## config.mk

```make
export PLATFORM = sky130hd
export DESIGN_NAME = shelf_rectangle_packer_flat
export DESIGN_NICKNAME = d
export VERILOG_FILES = /design/src/rtl/srp_pkg.sv /design/src/rtl/srp_ifs.sv /design/src/rtl/srp_ctrl.sv /design/src/rtl/srp_dpath.sv /design/src/rtl/shelf_rectangle_packer.sv /design/src/flat_wrapper.sv
export SDC_FILE = /design/constraint.sdc
export NUM_CORES = 2
export LEC_CHECK = 0
export BUFFER_PORTS_ARGS = -buffer_cell sky130_fd_sc_hd__buf_2
export CAP_MARGIN = 10
export CORE_MARGIN = 1
export CORE_UTILIZATION = 50
export CTS_BUF_LIST = sky130_fd_sc_hd__clkbuf_8
export CTS_CLUSTER_DIAMETER = 100
export DETAILED_ROUTE_END_ITERATION = 6
export PLACE_DENSITY_LB_ADDON = 0.12
export SLEW_MARGIN = 5
export SYNTH_ARGS = -nofsm -noshare
export SYNTH_HDL_FRONTEND = slang
export SYNTH_SLANG_ARGS = --single-unit
export TNS_END_PERCENT = 20
```

## constraint.sdc

```tcl
create_clock -name clock -period 9 [get_ports clock]
set_clock_uncertainty 0.05 [all_clocks]
set_input_delay 1.35 -clock clock [delete_from_list [all_inputs] [get_ports clock]]
set_output_delay 1.35 -clock clock [all_outputs]
set_load 0.1 [all_outputs]
```

## src/rtl/srp_pkg.sv

```systemverilog
`timescale 1ns / 1ps
`default_nettype none
// ---------------------------------------------------------------------------
// Shelf rectangle packer package
// Shared widths, codes, payload records and box-size rounding.
// ---------------------------------------------------------------------------
package srp_pkg;

   localparam int COORD_W    = 12;
   localparam int CANVAS_W   = 13;
   localparam int TOP_W      = 16;
   localparam int XPOS_W     = 18;
   localparam int XSUM_W     = XPOS_W + 1;
   localparam int BOX_LOG2   = 4;
   localparam int CSR_ADDR_W = 2;
   localparam int CSR_DATA_W = 13;

   localparam logic [CANVAS_W-1:0] CANVAS_RESET = 13'd256;
   localparam logic [CANVAS_W-1:0] LEFT_MAX     = 13'h1FFF;
   localparam logic [TOP_W-1:0]    TOP_MAX      = 16'hFFFF;

   typedef enum logic [CSR_ADDR_W-1:0] {
      CSR_CANVAS_WIDTH = 2'd0,
      CSR_ALIGN_MODE   = 2'd1,
      CSR_START_TOP    = 2'd2
   } csr_addr_type;

   typedef enum logic [2:0] {
      S_IDLE,
      S_PRE_READ,
      S_PRE_FLUSH,
      S_INSERT,
      S_POST_READ,
      S_POST_FLUSH
   } ctrl_state_type;

   typedef struct packed {
      logic [COORD_W-1:0] from_left;
      logic [COORD_W-1:0] from_top;
      logic [COORD_W-1:0] width;
      logic [COORD_W-1:0] height;
   } slot_type;

   typedef struct packed {
      logic [COORD_W-1:0] from_left;
      logic [COORD_W-1:0] from_top;
      logic [COORD_W-1:0] frame_width;
      logic [COORD_W-1:0] frame_height;
      logic               break_after;
      logic               last_frame;
   } item_type;

   typedef struct packed {
      logic [COORD_W-1:0]  src_left;
      logic [COORD_W-1:0]  src_top;
      logic [CANVAS_W-1:0] to_left;
      logic [TOP_W-1:0]    to_top;
      logic                end_of_run;
   } result_type;

   typedef struct packed {
      logic                  en;
      logic [CSR_ADDR_W-1:0] addr;
      logic [CSR_DATA_W-1:0] data;
   } csr_wr_type;

   typedef struct packed {
      logic take_item;
      logic read_first;
      logic emit;
      logic end_of_run;
      logic close;
      logic close_run;
      logic insert;
   } cmd_type;

   typedef struct packed {
      logic flush_pre;
      logic item_last;
      logic last_entry;
      logic out_free;
      logic row_full;
   } status_type;

   function automatic logic [CANVAS_W-1:0] box_size(input logic [COORD_W-1:0] v,
                                                   input logic align);
      logic [COORD_W-BOX_LOG2:0] steps;
      steps = {1'b0, v[COORD_W-1:BOX_LOG2]} + 1'b1;
      if (align && (v[BOX_LOG2-1:0] != '0)) begin
         return {steps, {BOX_LOG2{1'b0}}};
      end
      return {1'b0, v};
   endfunction

endpackage
`default_nettype wire

```

## src/rtl/srp_ifs.sv

```systemverilog
`timescale 1ns / 1ps
`default_nettype none
// ---------------------------------------------------------------------------
// Shelf rectangle packer channels
// Frame request, placement response and register write channels.
// ---------------------------------------------------------------------------
interface srp_req_if;
   import srp_pkg::*;
   logic               valid;
   logic               ready;
   logic [COORD_W-1:0] from_left;
   logic [COORD_W-1:0] from_top;
   logic [COORD_W-1:0] frame_width;
   logic [COORD_W-1:0] frame_height;
   logic               break_after;
   logic               last_frame;
   modport source (output valid, from_left, from_top, frame_width, frame_height,
                   break_after, last_frame, input ready);
   modport sink   (input valid, from_left, from_top, frame_width, frame_height,
                   break_after, last_frame, output ready);
endinterface

interface srp_rsp_if;
   import srp_pkg::*;
   logic                valid;
   logic                ready;
   logic [COORD_W-1:0]  src_left;
   logic [COORD_W-1:0]  src_top;
   logic [CANVAS_W-1:0] to_left;
   logic [TOP_W-1:0]    to_top;
   logic                end_of_run;
   modport source (output valid, src_left, src_top, to_left, to_top, end_of_run,
                   input ready);
   modport sink   (input valid, src_left, src_top, to_left, to_top, end_of_run,
                   output ready);
endinterface

interface srp_csr_if;
   import srp_pkg::*;
   logic                  valid;
   logic                  ready;
   logic [CSR_ADDR_W-1:0] addr;
   logic [CSR_DATA_W-1:0] data;
   modport source (output valid, addr, data, input ready);
   modport sink   (input valid, addr, data, output ready);
endinterface
`default_nettype wire

```

## src/rtl/srp_ctrl.sv

```systemverilog
`timescale 1ns / 1ps
`default_nettype none
// ---------------------------------------------------------------------------
// Shelf rectangle packer controller
// Sequences accept, row replay, insert and end-of-run flush per frame.
// ---------------------------------------------------------------------------
module srp_ctrl (
   input  logic                clock,
   input  logic                reset,
   input  logic                req_valid,
   output logic                req_ready,
   input  srp_pkg::status_type status,
   output srp_pkg::cmd_type    cmd
);
   import srp_pkg::*;

   ctrl_state_type state_ff;
   ctrl_state_type state_in;

   always_ff @(posedge clock) begin
      if (reset) begin
         state_ff <= S_IDLE;
      end else begin
         state_ff <= state_in;
      end
   end

   always_comb begin
      state_in  = state_ff;
      cmd       = '0;
      req_ready = 1'b0;
      case (state_ff)
         S_IDLE: begin
            req_ready = 1'b1;
            if (req_valid) begin
               cmd.take_item = 1'b1;
               state_in      = status.flush_pre ? S_PRE_READ : S_INSERT;
            end
         end
         S_PRE_READ: begin
            cmd.read_first = 1'b1;
            state_in       = S_PRE_FLUSH;
         end
         S_PRE_FLUSH: begin
            if (status.out_free) begin
               cmd.emit = 1'b1;
               if (status.last_entry) begin
                  cmd.close      = 1'b1;
                  cmd.end_of_run = !status.item_last;
                  state_in       = S_INSERT;
               end
            end
         end
         S_INSERT: begin
            cmd.insert = 1'b1;
            state_in   = status.item_last ? S_POST_READ : S_IDLE;
         end
         S_POST_READ: begin
            cmd.read_first = 1'b1;
            state_in       = S_POST_FLUSH;
         end
         S_POST_FLUSH: begin
            if (status.out_free) begin
               cmd.emit = 1'b1;
               if (status.last_entry) begin
                  cmd.close      = 1'b1;
                  cmd.close_run  = 1'b1;
                  cmd.end_of_run = 1'b1;
                  state_in       = S_IDLE;
               end
            end
         end
         default: begin
            state_in = S_IDLE;
         end
      endcase
   end

endmodule
`default_nettype wire

```

## src/rtl/srp_dpath.sv

```systemverilog
`timescale 1ns / 1ps
`default_nettype none
// ---------------------------------------------------------------------------
// Shelf rectangle packer datapath
// Registers, row buffer memory, placement arithmetic and result register.
// ---------------------------------------------------------------------------
module srp_dpath #(
   parameter int ROW_FRAMES = 32
) (
   input  logic                clock,
   input  logic                reset,
   input  srp_pkg::cmd_type    cmd,
   output srp_pkg::status_type status,
   input  srp_pkg::item_type   req_item,
   input  srp_pkg::csr_wr_type csr_wr,
   input  logic                rsp_ready,
   output logic                rsp_valid,
   output srp_pkg::result_type rsp_data
);
   import srp_pkg::*;

   localparam int CNT_W = $clog2(ROW_FRAMES + 1);
   localparam int IDX_W = (ROW_FRAMES > 1) ? $clog2(ROW_FRAMES) : 1;

   logic [CANVAS_W-1:0] canvas_width_ff;
   logic                align_mode_ff;
   logic [COORD_W-1:0]  start_top_ff;

   logic [CNT_W-1:0]    row_count_ff,  row_count_in;
   logic [CANVAS_W-1:0] row_width_ff,  row_width_in;
   logic [CANVAS_W-1:0] row_height_ff, row_height_in;
   logic [TOP_W-1:0]    cursor_top_ff, cursor_top_in;
   logic                pending_break_ff, pending_break_in;

   item_type            item_ff;
   slot_type            rd_data_ff;
   logic [IDX_W-1:0]    k_ff;
   logic [XPOS_W-1:0]   x_ff;
   logic                rsp_valid_ff;
   result_type          rsp_data_ff;

   slot_type            row_mem [ROW_FRAMES];
   logic                rd_en;
   logic [IDX_W-1:0]    rd_addr;
   slot_type            wr_slot;

   logic [CANVAS_W-1:0] req_bw;
   logic [CANVAS_W:0]   fit_sum;
   logic [CANVAS_W-1:0] item_bw;
   logic [CANVAS_W-1:0] item_bh;
   logic [CANVAS_W+1:0] rw_sum;
   logic [CANVAS_W-1:0] emit_bw;
   logic [COORD_W-1:0]  center_off;
   logic [XSUM_W-1:0]   nx_sum;
   logic [XSUM_W-1:0]   x_sum;
   logic [TOP_W:0]      ny_sum;
   logic [TOP_W:0]      cur_sum;
   logic [CNT_W-1:0]    k_plus;

   // configuration
   always_ff @(posedge clock) begin
      if (reset) begin
         canvas_width_ff <= CANVAS_RESET;
         align_mode_ff   <= 1'b0;
         start_top_ff    <= '0;
      end else if (csr_wr.en) begin
         case (csr_wr.addr)
            CSR_CANVAS_WIDTH: canvas_width_ff <= csr_wr.data[CANVAS_W-1:0];
            CSR_ALIGN_MODE:   align_mode_ff   <= csr_wr.data[0];
            CSR_START_TOP:    start_top_ff    <= csr_wr.data[COORD_W-1:0];
            default: begin
            end
         endcase
      end
   end

   // row decision from the offered frame
   always_comb begin
      req_bw           = box_size(req_item.frame_width, align_mode_ff);
      fit_sum          = (CANVAS_W+1)'(row_width_ff) + (CANVAS_W+1)'(req_bw);
      status.row_full  = row_count_ff >= CNT_W'(ROW_FRAMES);
      status.flush_pre = (row_count_ff != '0) &&
                         ((fit_sum >= (CANVAS_W+1)'(canvas_width_ff)) ||
                          pending_break_ff || status.row_full);
      status.item_last = item_ff.last_frame;
      k_plus           = CNT_W'(k_ff) + CNT_W'(1);
      status.last_entry = k_plus == row_count_ff;
      status.out_free  = !rsp_valid_ff || rsp_ready;
   end

   always_ff @(posedge clock) begin
      if (cmd.take_item) begin
         item_ff <= req_item;
      end
   end

   // row buffer
   always_comb begin
      wr_slot.from_left = item_ff.from_left;
      wr_slot.from_top  = item_ff.from_top;
      wr_slot.width     = item_ff.frame_width;
      wr_slot.height    = item_ff.frame_height;
      rd_en   = cmd.read_first || (cmd.emit && !status.last_entry);
      rd_addr = cmd.read_first ? '0 : k_plus[IDX_W-1:0];
   end

   always_ff @(posedge clock) begin
      if (cmd.insert) begin
         row_mem[row_count_ff[IDX_W-1:0]] <= wr_slot;
      end
      if (rd_en) begin
         rd_data_ff <= row_mem[rd_addr];
      end
   end

   // placement of the frame being replayed
   always_comb begin
      emit_bw    = box_size(rd_data_ff.width, align_mode_ff);
      center_off = (emit_bw != {1'b0, rd_data_ff.width}) ?
                   (emit_bw[CANVAS_W-1:1] - {1'b0, rd_data_ff.width[COORD_W-1:1]}) : '0;
      nx_sum     = XSUM_W'(x_ff) + XSUM_W'(center_off);
      x_sum      = XSUM_W'(x_ff) + XSUM_W'(emit_bw) + XSUM_W'(1);
      ny_sum     = (TOP_W+1)'(cursor_top_ff) +
                   (TOP_W+1)'(row_height_ff - {1'b0, rd_data_ff.height});
      cur_sum    = (TOP_W+1)'(cursor_top_ff) + (TOP_W+1)'(row_height_ff) + (TOP_W+1)'(1);
   end

   always_ff @(posedge clock) begin
      if (cmd.read_first) begin
         k_ff <= '0;
         x_ff <= '0;
      end else if (cmd.emit) begin
         k_ff <= k_plus[IDX_W-1:0];
         x_ff <= x_sum[XPOS_W] ? '1 : x_sum[XPOS_W-1:0];
      end
   end

   // result register
   always_ff @(posedge clock) begin
      if (reset) begin
         rsp_valid_ff <= 1'b0;
      end else if (cmd.emit) begin
         rsp_valid_ff <= 1'b1;
      end else if (rsp_ready) begin
         rsp_valid_ff <= 1'b0;
      end
   end

   always_ff @(posedge clock) begin
      if (cmd.emit) begin
         rsp_data_ff.src_left   <= rd_data_ff.from_left;
         rsp_data_ff.src_top    <= rd_data_ff.from_top;
         rsp_data_ff.to_left    <= (nx_sum > XSUM_W'(LEFT_MAX)) ?
                                   LEFT_MAX : nx_sum[CANVAS_W-1:0];
         rsp_data_ff.to_top     <= ny_sum[TOP_W] ? TOP_MAX : ny_sum[TOP_W-1:0];
         rsp_data_ff.end_of_run <= cmd.end_of_run;
      end
   end

   assign rsp_valid = rsp_valid_ff;
   assign rsp_data  = rsp_data_ff;

   // row state
   always_comb begin
      item_bw          = box_size(item_ff.frame_width, align_mode_ff);
      item_bh          = box_size(item_ff.frame_height, align_mode_ff);
      rw_sum           = (CANVAS_W+2)'(row_width_ff) + (CANVAS_W+2)'(item_bw) +
                         (CANVAS_W+2)'(1);
      row_count_in     = row_count_ff;
      row_width_in     = row_width_ff;
      row_height_in    = row_height_ff;
      cursor_top_in    = cursor_top_ff;
      pending_break_in = pending_break_ff;
      if (cmd.insert) begin
         row_count_in     = row_count_ff + CNT_W'(1);
         row_width_in     = (rw_sum > (CANVAS_W+2)'(LEFT_MAX)) ?
                            LEFT_MAX : rw_sum[CANVAS_W-1:0];
         row_height_in    = (item_bh > row_height_ff) ? item_bh : row_height_ff;
         pending_break_in = item_ff.break_after;
      end
      if (cmd.close) begin
         row_count_in  = '0;
         row_width_in  = '0;
         row_height_in = '0;
         if (cmd.close_run) begin
            cursor_top_in    = TOP_W'(start_top_ff);
            pending_break_in = 1'b0;
         end else begin
            cursor_top_in = cur_sum[TOP_W] ? TOP_MAX : cur_sum[TOP_W-1:0];
         end
      end
      if (csr_wr.en && (csr_wr.addr == CSR_START_TOP)) begin
         cursor_top_in = TOP_W'(csr_wr.data[COORD_W-1:0]);
      end
   end

   always_ff @(posedge clock) begin
      if (reset) begin
         row_count_ff     <= '0;
         row_width_ff     <= '0;
         row_height_ff    <= '0;
         cursor_top_ff    <= '0;
         pending_break_ff <= 1'b0;
      end else begin
         row_count_ff     <= row_count_in;
         row_width_ff     <= row_width_in;
         row_height_ff    <= row_height_in;
         cursor_top_ff    <= cursor_top_in;
         pending_break_ff <= pending_break_in;
      end
   end

endmodule
`default_nettype wire

```

## src/rtl/shelf_rectangle_packer.sv

```systemverilog
`timescale 1ns / 1ps
`default_nettype none
// ---------------------------------------------------------------------------
// Shelf rectangle packer
// Next-fit shelf placement of sprite frames on a canvas of set width.
//
//   channel  dir  payload                                          transfer
//   req_port in   from_left from_top frame_width frame_height       valid & ready
//                 break_after last_frame
//   rsp_port out  src_left src_top to_left to_top end_of_run        valid & ready
//   csr_port in   addr data (0 canvas_width, 1 align_mode,          valid & ready
//                 2 start_top)
//
// A frame that closes no row goes from accept to insert. Closing a row first
// starts a read of the single-port row buffer, then replays its frames, one
// result per cycle while rsp_port takes them. A last_frame also replays its row.
// Reset is synchronous; the row buffer holds no reset value.
// A stalled rsp_port holds the replay; csr_port is always ready.
// ---------------------------------------------------------------------------
module shelf_rectangle_packer #(
   parameter int ROW_FRAMES = 32
) (
   input logic        clock,
   input logic        reset,
   srp_req_if.sink    req_port,
   srp_rsp_if.source  rsp_port,
   srp_csr_if.sink    csr_port
);
   import srp_pkg::*;

   cmd_type    cmd;
   status_type status;
   item_type   req_item;
   csr_wr_type csr_wr;
   result_type rsp_data;
   logic       rsp_valid;
   logic       req_ready;

   assign req_item.from_left    = req_port.from_left;
   assign req_item.from_top     = req_port.from_top;
   assign req_item.frame_width  = req_port.frame_width;
   assign req_item.frame_height = req_port.frame_height;
   assign req_item.break_after  = req_port.break_after;
   assign req_item.last_frame   = req_port.last_frame;
   assign req_port.ready        = req_ready;

   assign csr_port.ready = 1'b1;
   assign csr_wr.en      = csr_port.valid;
   assign csr_wr.addr    = csr_port.addr;
   assign csr_wr.data    = csr_port.data;

   assign rsp_port.valid      = rsp_valid;
   assign rsp_port.src_left   = rsp_data.src_left;
   assign rsp_port.src_top    = rsp_data.src_top;
   assign rsp_port.to_left    = rsp_data.to_left;
   assign rsp_port.to_top     = rsp_data.to_top;
   assign rsp_port.end_of_run = rsp_data.end_of_run;

   srp_ctrl u_ctrl (
      .clock     (clock),
      .reset     (reset),
      .req_valid (req_port.valid),
      .req_ready (req_ready),
      .status    (status),
      .cmd       (cmd)
   );

   srp_dpath #(
      .ROW_FRAMES (ROW_FRAMES)
   ) u_dpath (
      .clock     (clock),
      .reset     (reset),
      .cmd       (cmd),
      .status    (status),
      .req_item  (req_item),
      .csr_wr    (csr_wr),
      .rsp_ready (rsp_port.ready),
      .rsp_valid (rsp_valid),
      .rsp_data  (rsp_data)
   );

   a_emit_room: assert property (@(posedge clock) disable iff (reset)
      cmd.emit |-> status.out_free)
      else $error("result loaded over an untaken result");

   a_insert_room: assert property (@(posedge clock) disable iff (reset)
      cmd.insert |-> !status.row_full)
      else $error("frame inserted into a full row");

   a_emit_shows: assert property (@(posedge clock) disable iff (reset)
      cmd.emit |=> rsp_port.valid)
      else $error("replayed frame not presented");

   a_close_last: assert property (@(posedge clock) disable iff (reset)
      cmd.close |-> (cmd.emit && status.last_entry))
      else $error("row closed before its last frame");

endmodule
`default_nettype wire
```

## src/flat_wrapper.sv

```systemverilog
// flat-port wrapper written by rule: the top's interface ports become plain ports
module shelf_rectangle_packer_flat import srp_pkg::*;
#(
   parameter int ROW_FRAMES = 32
)
  (clock, reset, req_port_valid, req_port_from_left, req_port_from_top, req_port_frame_width, req_port_frame_height, req_port_break_after, req_port_last_frame, req_port_ready, rsp_port_valid, rsp_port_src_left, rsp_port_src_top, rsp_port_to_left, rsp_port_to_top, rsp_port_end_of_run, rsp_port_ready, csr_port_valid, csr_port_addr, csr_port_data, csr_port_ready);
  srp_req_if req_port_i ();
  srp_rsp_if rsp_port_i ();
  srp_csr_if csr_port_i ();
  input logic clock;
  input logic reset;
  input wire logic [$bits(req_port_i.valid)-1:0] req_port_valid;
  input wire logic [$bits(req_port_i.from_left)-1:0] req_port_from_left;
  input wire logic [$bits(req_port_i.from_top)-1:0] req_port_from_top;
  input wire logic [$bits(req_port_i.frame_width)-1:0] req_port_frame_width;
  input wire logic [$bits(req_port_i.frame_height)-1:0] req_port_frame_height;
  input wire logic [$bits(req_port_i.break_after)-1:0] req_port_break_after;
  input wire logic [$bits(req_port_i.last_frame)-1:0] req_port_last_frame;
  output wire logic [$bits(req_port_i.ready)-1:0] req_port_ready;
  output wire logic [$bits(rsp_port_i.valid)-1:0] rsp_port_valid;
  output wire logic [$bits(rsp_port_i.src_left)-1:0] rsp_port_src_left;
  output wire logic [$bits(rsp_port_i.src_top)-1:0] rsp_port_src_top;
  output wire logic [$bits(rsp_port_i.to_left)-1:0] rsp_port_to_left;
  output wire logic [$bits(rsp_port_i.to_top)-1:0] rsp_port_to_top;
  output wire logic [$bits(rsp_port_i.end_of_run)-1:0] rsp_port_end_of_run;
  input wire logic [$bits(rsp_port_i.ready)-1:0] rsp_port_ready;
  input wire logic [$bits(csr_port_i.valid)-1:0] csr_port_valid;
  input wire logic [$bits(csr_port_i.addr)-1:0] csr_port_addr;
  input wire logic [$bits(csr_port_i.data)-1:0] csr_port_data;
  output wire logic [$bits(csr_port_i.ready)-1:0] csr_port_ready;
  assign req_port_i.valid = req_port_valid;
  assign req_port_i.from_left = req_port_from_left;
  assign req_port_i.from_top = req_port_from_top;
  assign req_port_i.frame_width = req_port_frame_width;
  assign req_port_i.frame_height = req_port_frame_height;
  assign req_port_i.break_after = req_port_break_after;
  assign req_port_i.last_frame = req_port_last_frame;
  assign req_port_ready = req_port_i.ready;
  assign rsp_port_valid = rsp_port_i.valid;
  assign rsp_port_src_left = rsp_port_i.src_left;
  assign rsp_port_src_top = rsp_port_i.src_top;
  assign rsp_port_to_left = rsp_port_i.to_left;
  assign rsp_port_to_top = rsp_port_i.to_top;
  assign rsp_port_end_of_run = rsp_port_i.end_of_run;
  assign rsp_port_i.ready = rsp_port_ready;
  assign csr_port_i.valid = csr_port_valid;
  assign csr_port_i.addr = csr_port_addr;
  assign csr_port_i.data = csr_port_data;
  assign csr_port_ready = csr_port_i.ready;
  shelf_rectangle_packer #(.ROW_FRAMES(ROW_FRAMES)) u_core (.clock(clock), .reset(reset), .req_port(req_port_i), .rsp_port(rsp_port_i), .csr_port(csr_port_i));
endmodule
```

==> results.md <==
* WP data required at around 9.6 ns
* Final ANT Viol Nets at 0
* GP Congestion at 0.851
* Postcts setup bufs at 0
* Hold path start: u_core.u_dpath.rd_data_ff[36]
* Worst-path clk slew at 0.06 ns
* Unrepaired setup endpoints after global routing: no
* Slew Viols, Final at 0
* Num ports at 127
* Register bit count reported by yosys at 1790
* TNS Setup at 0 ns
* Clk root buf: clkbuf_8
* Vias/cell at 6.05
* CP arrival at 6.70 ns
* Worst slew margin at between 10% and 20%
* Max-cap violations at 0
* Mean Syn Cell Area at 13.9 sq um
* First DRT Iteration DRCs at 4474
* Setup violation total in the final timing report at 0
* WL met3 at 16100 um
* Die W at between 300 and 400 um
* FMAX at 164 MHz
* Power Density at between 200 and 300 mW/mm^2
* Syn Nets at 5624
* Crit Reg-Reg Endpoint: u_core.u_dpath.rsp_data[25]
* Adder-Cell Fraction of Synth Area at 2.44%
* Commonest non-fill, non-tap cell in the layout: edfxtp_1
* Total power at 24.5 mW
* Async set-or-reset flop fraction in the synthesized netlist at 0%
* Placeable Area at 0.150 sq mm
* Die Ht at 390 um
* Number of cell rows at 142
* Cts bufs inserted at about 310
* Hold path cells at 0
* R2R depth at 18
* Post-synthesis xor/xnor area fraction at 1.44%
* # H-tree levels at 5
* Initial antenna violation count at 7
* Post-synthesis mux area share at 2.15%
* # resized after CTS at 0
* Final min period at 6.09 ns
* Worst min path class: reg2reg
* Total global-route track usage at between 20% and 30%
* Cts hold-fix bufs at 0
* Reg2reg setup slack at 2.91 ns
* Startpoint types: flip-flop
* Worst vdd ir at 0.226 mV
* Cell total after placement at 7311
* PortBufs at 125
* Clk sink count at about 1800
* CTS tree: yes
* Post-synth design cell area at 0.0753 sq mm
* Commonest cells after routing, fill and taps aside: edfxtp_1 (1688), a211oi_1 (414), and2_1 (387)
* Hold Vio Cnt, Final at 0
* Final hold slack at 0.377 ns
* Clock Latency Late Sink at 0.96 ns
* Syn. warnings at 0
* Wire per inst at 26.5 um
* Slew @ Worst Pin at 1.29 ns
* Residual DRC at 0
* Worst flop-to-flop path startpoint: u_core.u_dpath.rd_data_ff[13]
* Fraction of layout cells with a size suffix above 1 at 11.3%
* Highest routed layer: met5
* Hpwl dp at 107000 um
* First-pass GRT wire length at 302000 um
* Pre-antenna DRT Iters at 6
* Compound-Gate Fraction of Synth Area at 11.6%
* Worst setup EP type: flip-flop
* CP Max Fanout at 11
* Synth Area in Simple Gates at 10.1%
* Die area at roughly 0.15 sq mm
* Worst Path Class, Setup: reg2reg
* Nets at approximately 5800
* Initial Util at 50.3%
* Number of synthesized flops with an enable pin at 1688
* Final instance area at 0.0835 sq mm
* Post-synthesis sequential area ratio at 70.0%
* Period utilisation layout at 67.7%
* Vias in the first global route at 46091
* Area grow syn2layout at 10.8%
* Finished Layout Cells at 7813
* Mapped Cells at 5411
* Yosys cell types at 73
* WL met2 at just under 100000 um
* Static leakage at 27.3 nW
* CTS Buffer Depth at 4
* DP Area at 0.0784 sq mm
* Routed WL at between 200000 and 250000 um
* Hold EP: u_core.u_dpath.rsp_data[42]
* Largest family of logic cells by synthesized area: compound AO/OA/AOI/OAI gates
* Top_reg_cell synth: edfxtp_1
* Outcome: complete, no violations
* Grt total ovfl at 0
* Pin count of the biggest net entering global routing at 209
* Metal-1 WL at 87900 um
* Vias at 47275
==> state kept, by name, summed over array words and instances (netlist names), 12 cells and up <==
register and flops:
u_core.u_dpath.row_mem 1536, u_core.u_dpath.start_top_ff 12, u_core.u_dpath.rd_data_ff 48, u_core.u_dpath.rsp_data 54
u_core.u_dpath.item_ff 49, u_core.u_dpath.row_height_ff 13, u_core.u_dpath.x_ff 18, u_core.u_dpath.cursor_top_ff 16
u_core.u_dpath.canvas_width_ff 13, u_core.u_dpath.row_width_ff 13
==> worst max-delay path by stage <==
stage,cells after the start,start,endpoint
floorplan,8,rsp_port_ready,u_core.u_dpath.rd_data_ff[0]
global placement,18,u_core.u_dpath.rd_data_ff[13],u_core.u_dpath.rsp_data[21]
detailed placement,18,u_core.u_dpath.rd_data_ff[13],u_core.u_dpath.rsp_data[26]
CTS,18,u_core.u_dpath.rd_data_ff[13],u_core.u_dpath.rsp_data[26]
global route,18,u_core.u_dpath.rd_data_ff[13],u_core.u_dpath.rsp_data[26]
finish,18,u_core.u_dpath.rd_data_ff[13],u_core.u_dpath.rsp_data[25]
==> synthesized netlist by cell type (52+ instances only) <==
library cell | instances | area [sq um]
a211oi_1 | 414 | 3110
a21oi_1 | 212 | 1060
and2_1 | 388 | 2430
clkbuf_1 | 268 | 1010
dfxtp_1 | 102 | 2040
edfxtp_1 | 1688 | 50700
ha_1 | 136 | 1700
inv_1 | 89 | 334
mux2i_1 | 157 | 1570
nand2_1 | 251 | 942
nand4_1 | 71 | 444
nor2_1 | 259 | 972
nor3_1 | 216 | 1080
nor4_1 | 53 | 332
o211ai_1 | 153 | 1150
o21ai_0 | 258 | 1290
o311ai_0 | 52 | 455
or3_1 | 108 | 676
xnor2_1 | 85 | 744
==> layer usage <==
metal  track usage, %  vias to the layer above
met3             4.33                      407
li1                 -                    21284
met2             42.8                     1940
met1             37.8                    23642
met5                0                        -
met4             9.53                        2
==> stage by stage <==
step                      utilization (%)  worst slack [ns]
after detailed placement             52.3              2.93
after floorplan                         -              3.45
after global routing                 55.7              2.45
after CTS                            55.7              2.81
after global placement               52.3              3.04
final                                55.7              2.91
==> power breakdown <==
part	total, mW	switching (mW)	internal, mW
clock network	6.38	3.13	3.25
registers	10.0	0.336	9.70
logic	8.08	5.51	2.57
total	24.5	8.98	15.5
==> kinds of logic after synthesis <==
| kind of cell | after synthesis |
|---|---|
| xor gates and xnor gates | 124 |
| buffers and inverters | 436 |
| adders and majority gates | 143 |
| AOI/OAI and AO/OA | 1288 |
| DFF | 1790 |
| and+or+nand+nor | 1468 |
| other | 1 |
| muxes | 161 |
==> final cells by class <==
cell class | count | area [sq um]
fill | 12151 | 66300
inverter | 89 | 342
clock inverter | 183 | 776
tap | 2016 | 2520
multi-input combinational | 3185 | 21300
sequential | 1790 | 52700
timing repair buffer | 233 | 1510
antenna | 3 | 7.51
clock buffer | 314 | 4320
==> critical path, cell delays in order (launching register included) <==
cell and delay [ns]:
edfxtp_1 0.43, o41ai_1 0.63, inv_1 0.26, nand4_1 0.18, nor2_1 0.08, nand4_1 0.11, xnor2_1 0.11, ha_1 0.35
nand4_1 0.14, nor4_1 0.97, nor2b_1 0.20, fa_1 0.47, a21o_1 0.19, a21oi_1 0.27, o21bai_1 0.14, a31o_2 0.28
or4_1 0.52, nand2_1 0.30, nand2_1 0.10
Power figures use the tool's default switching activity.
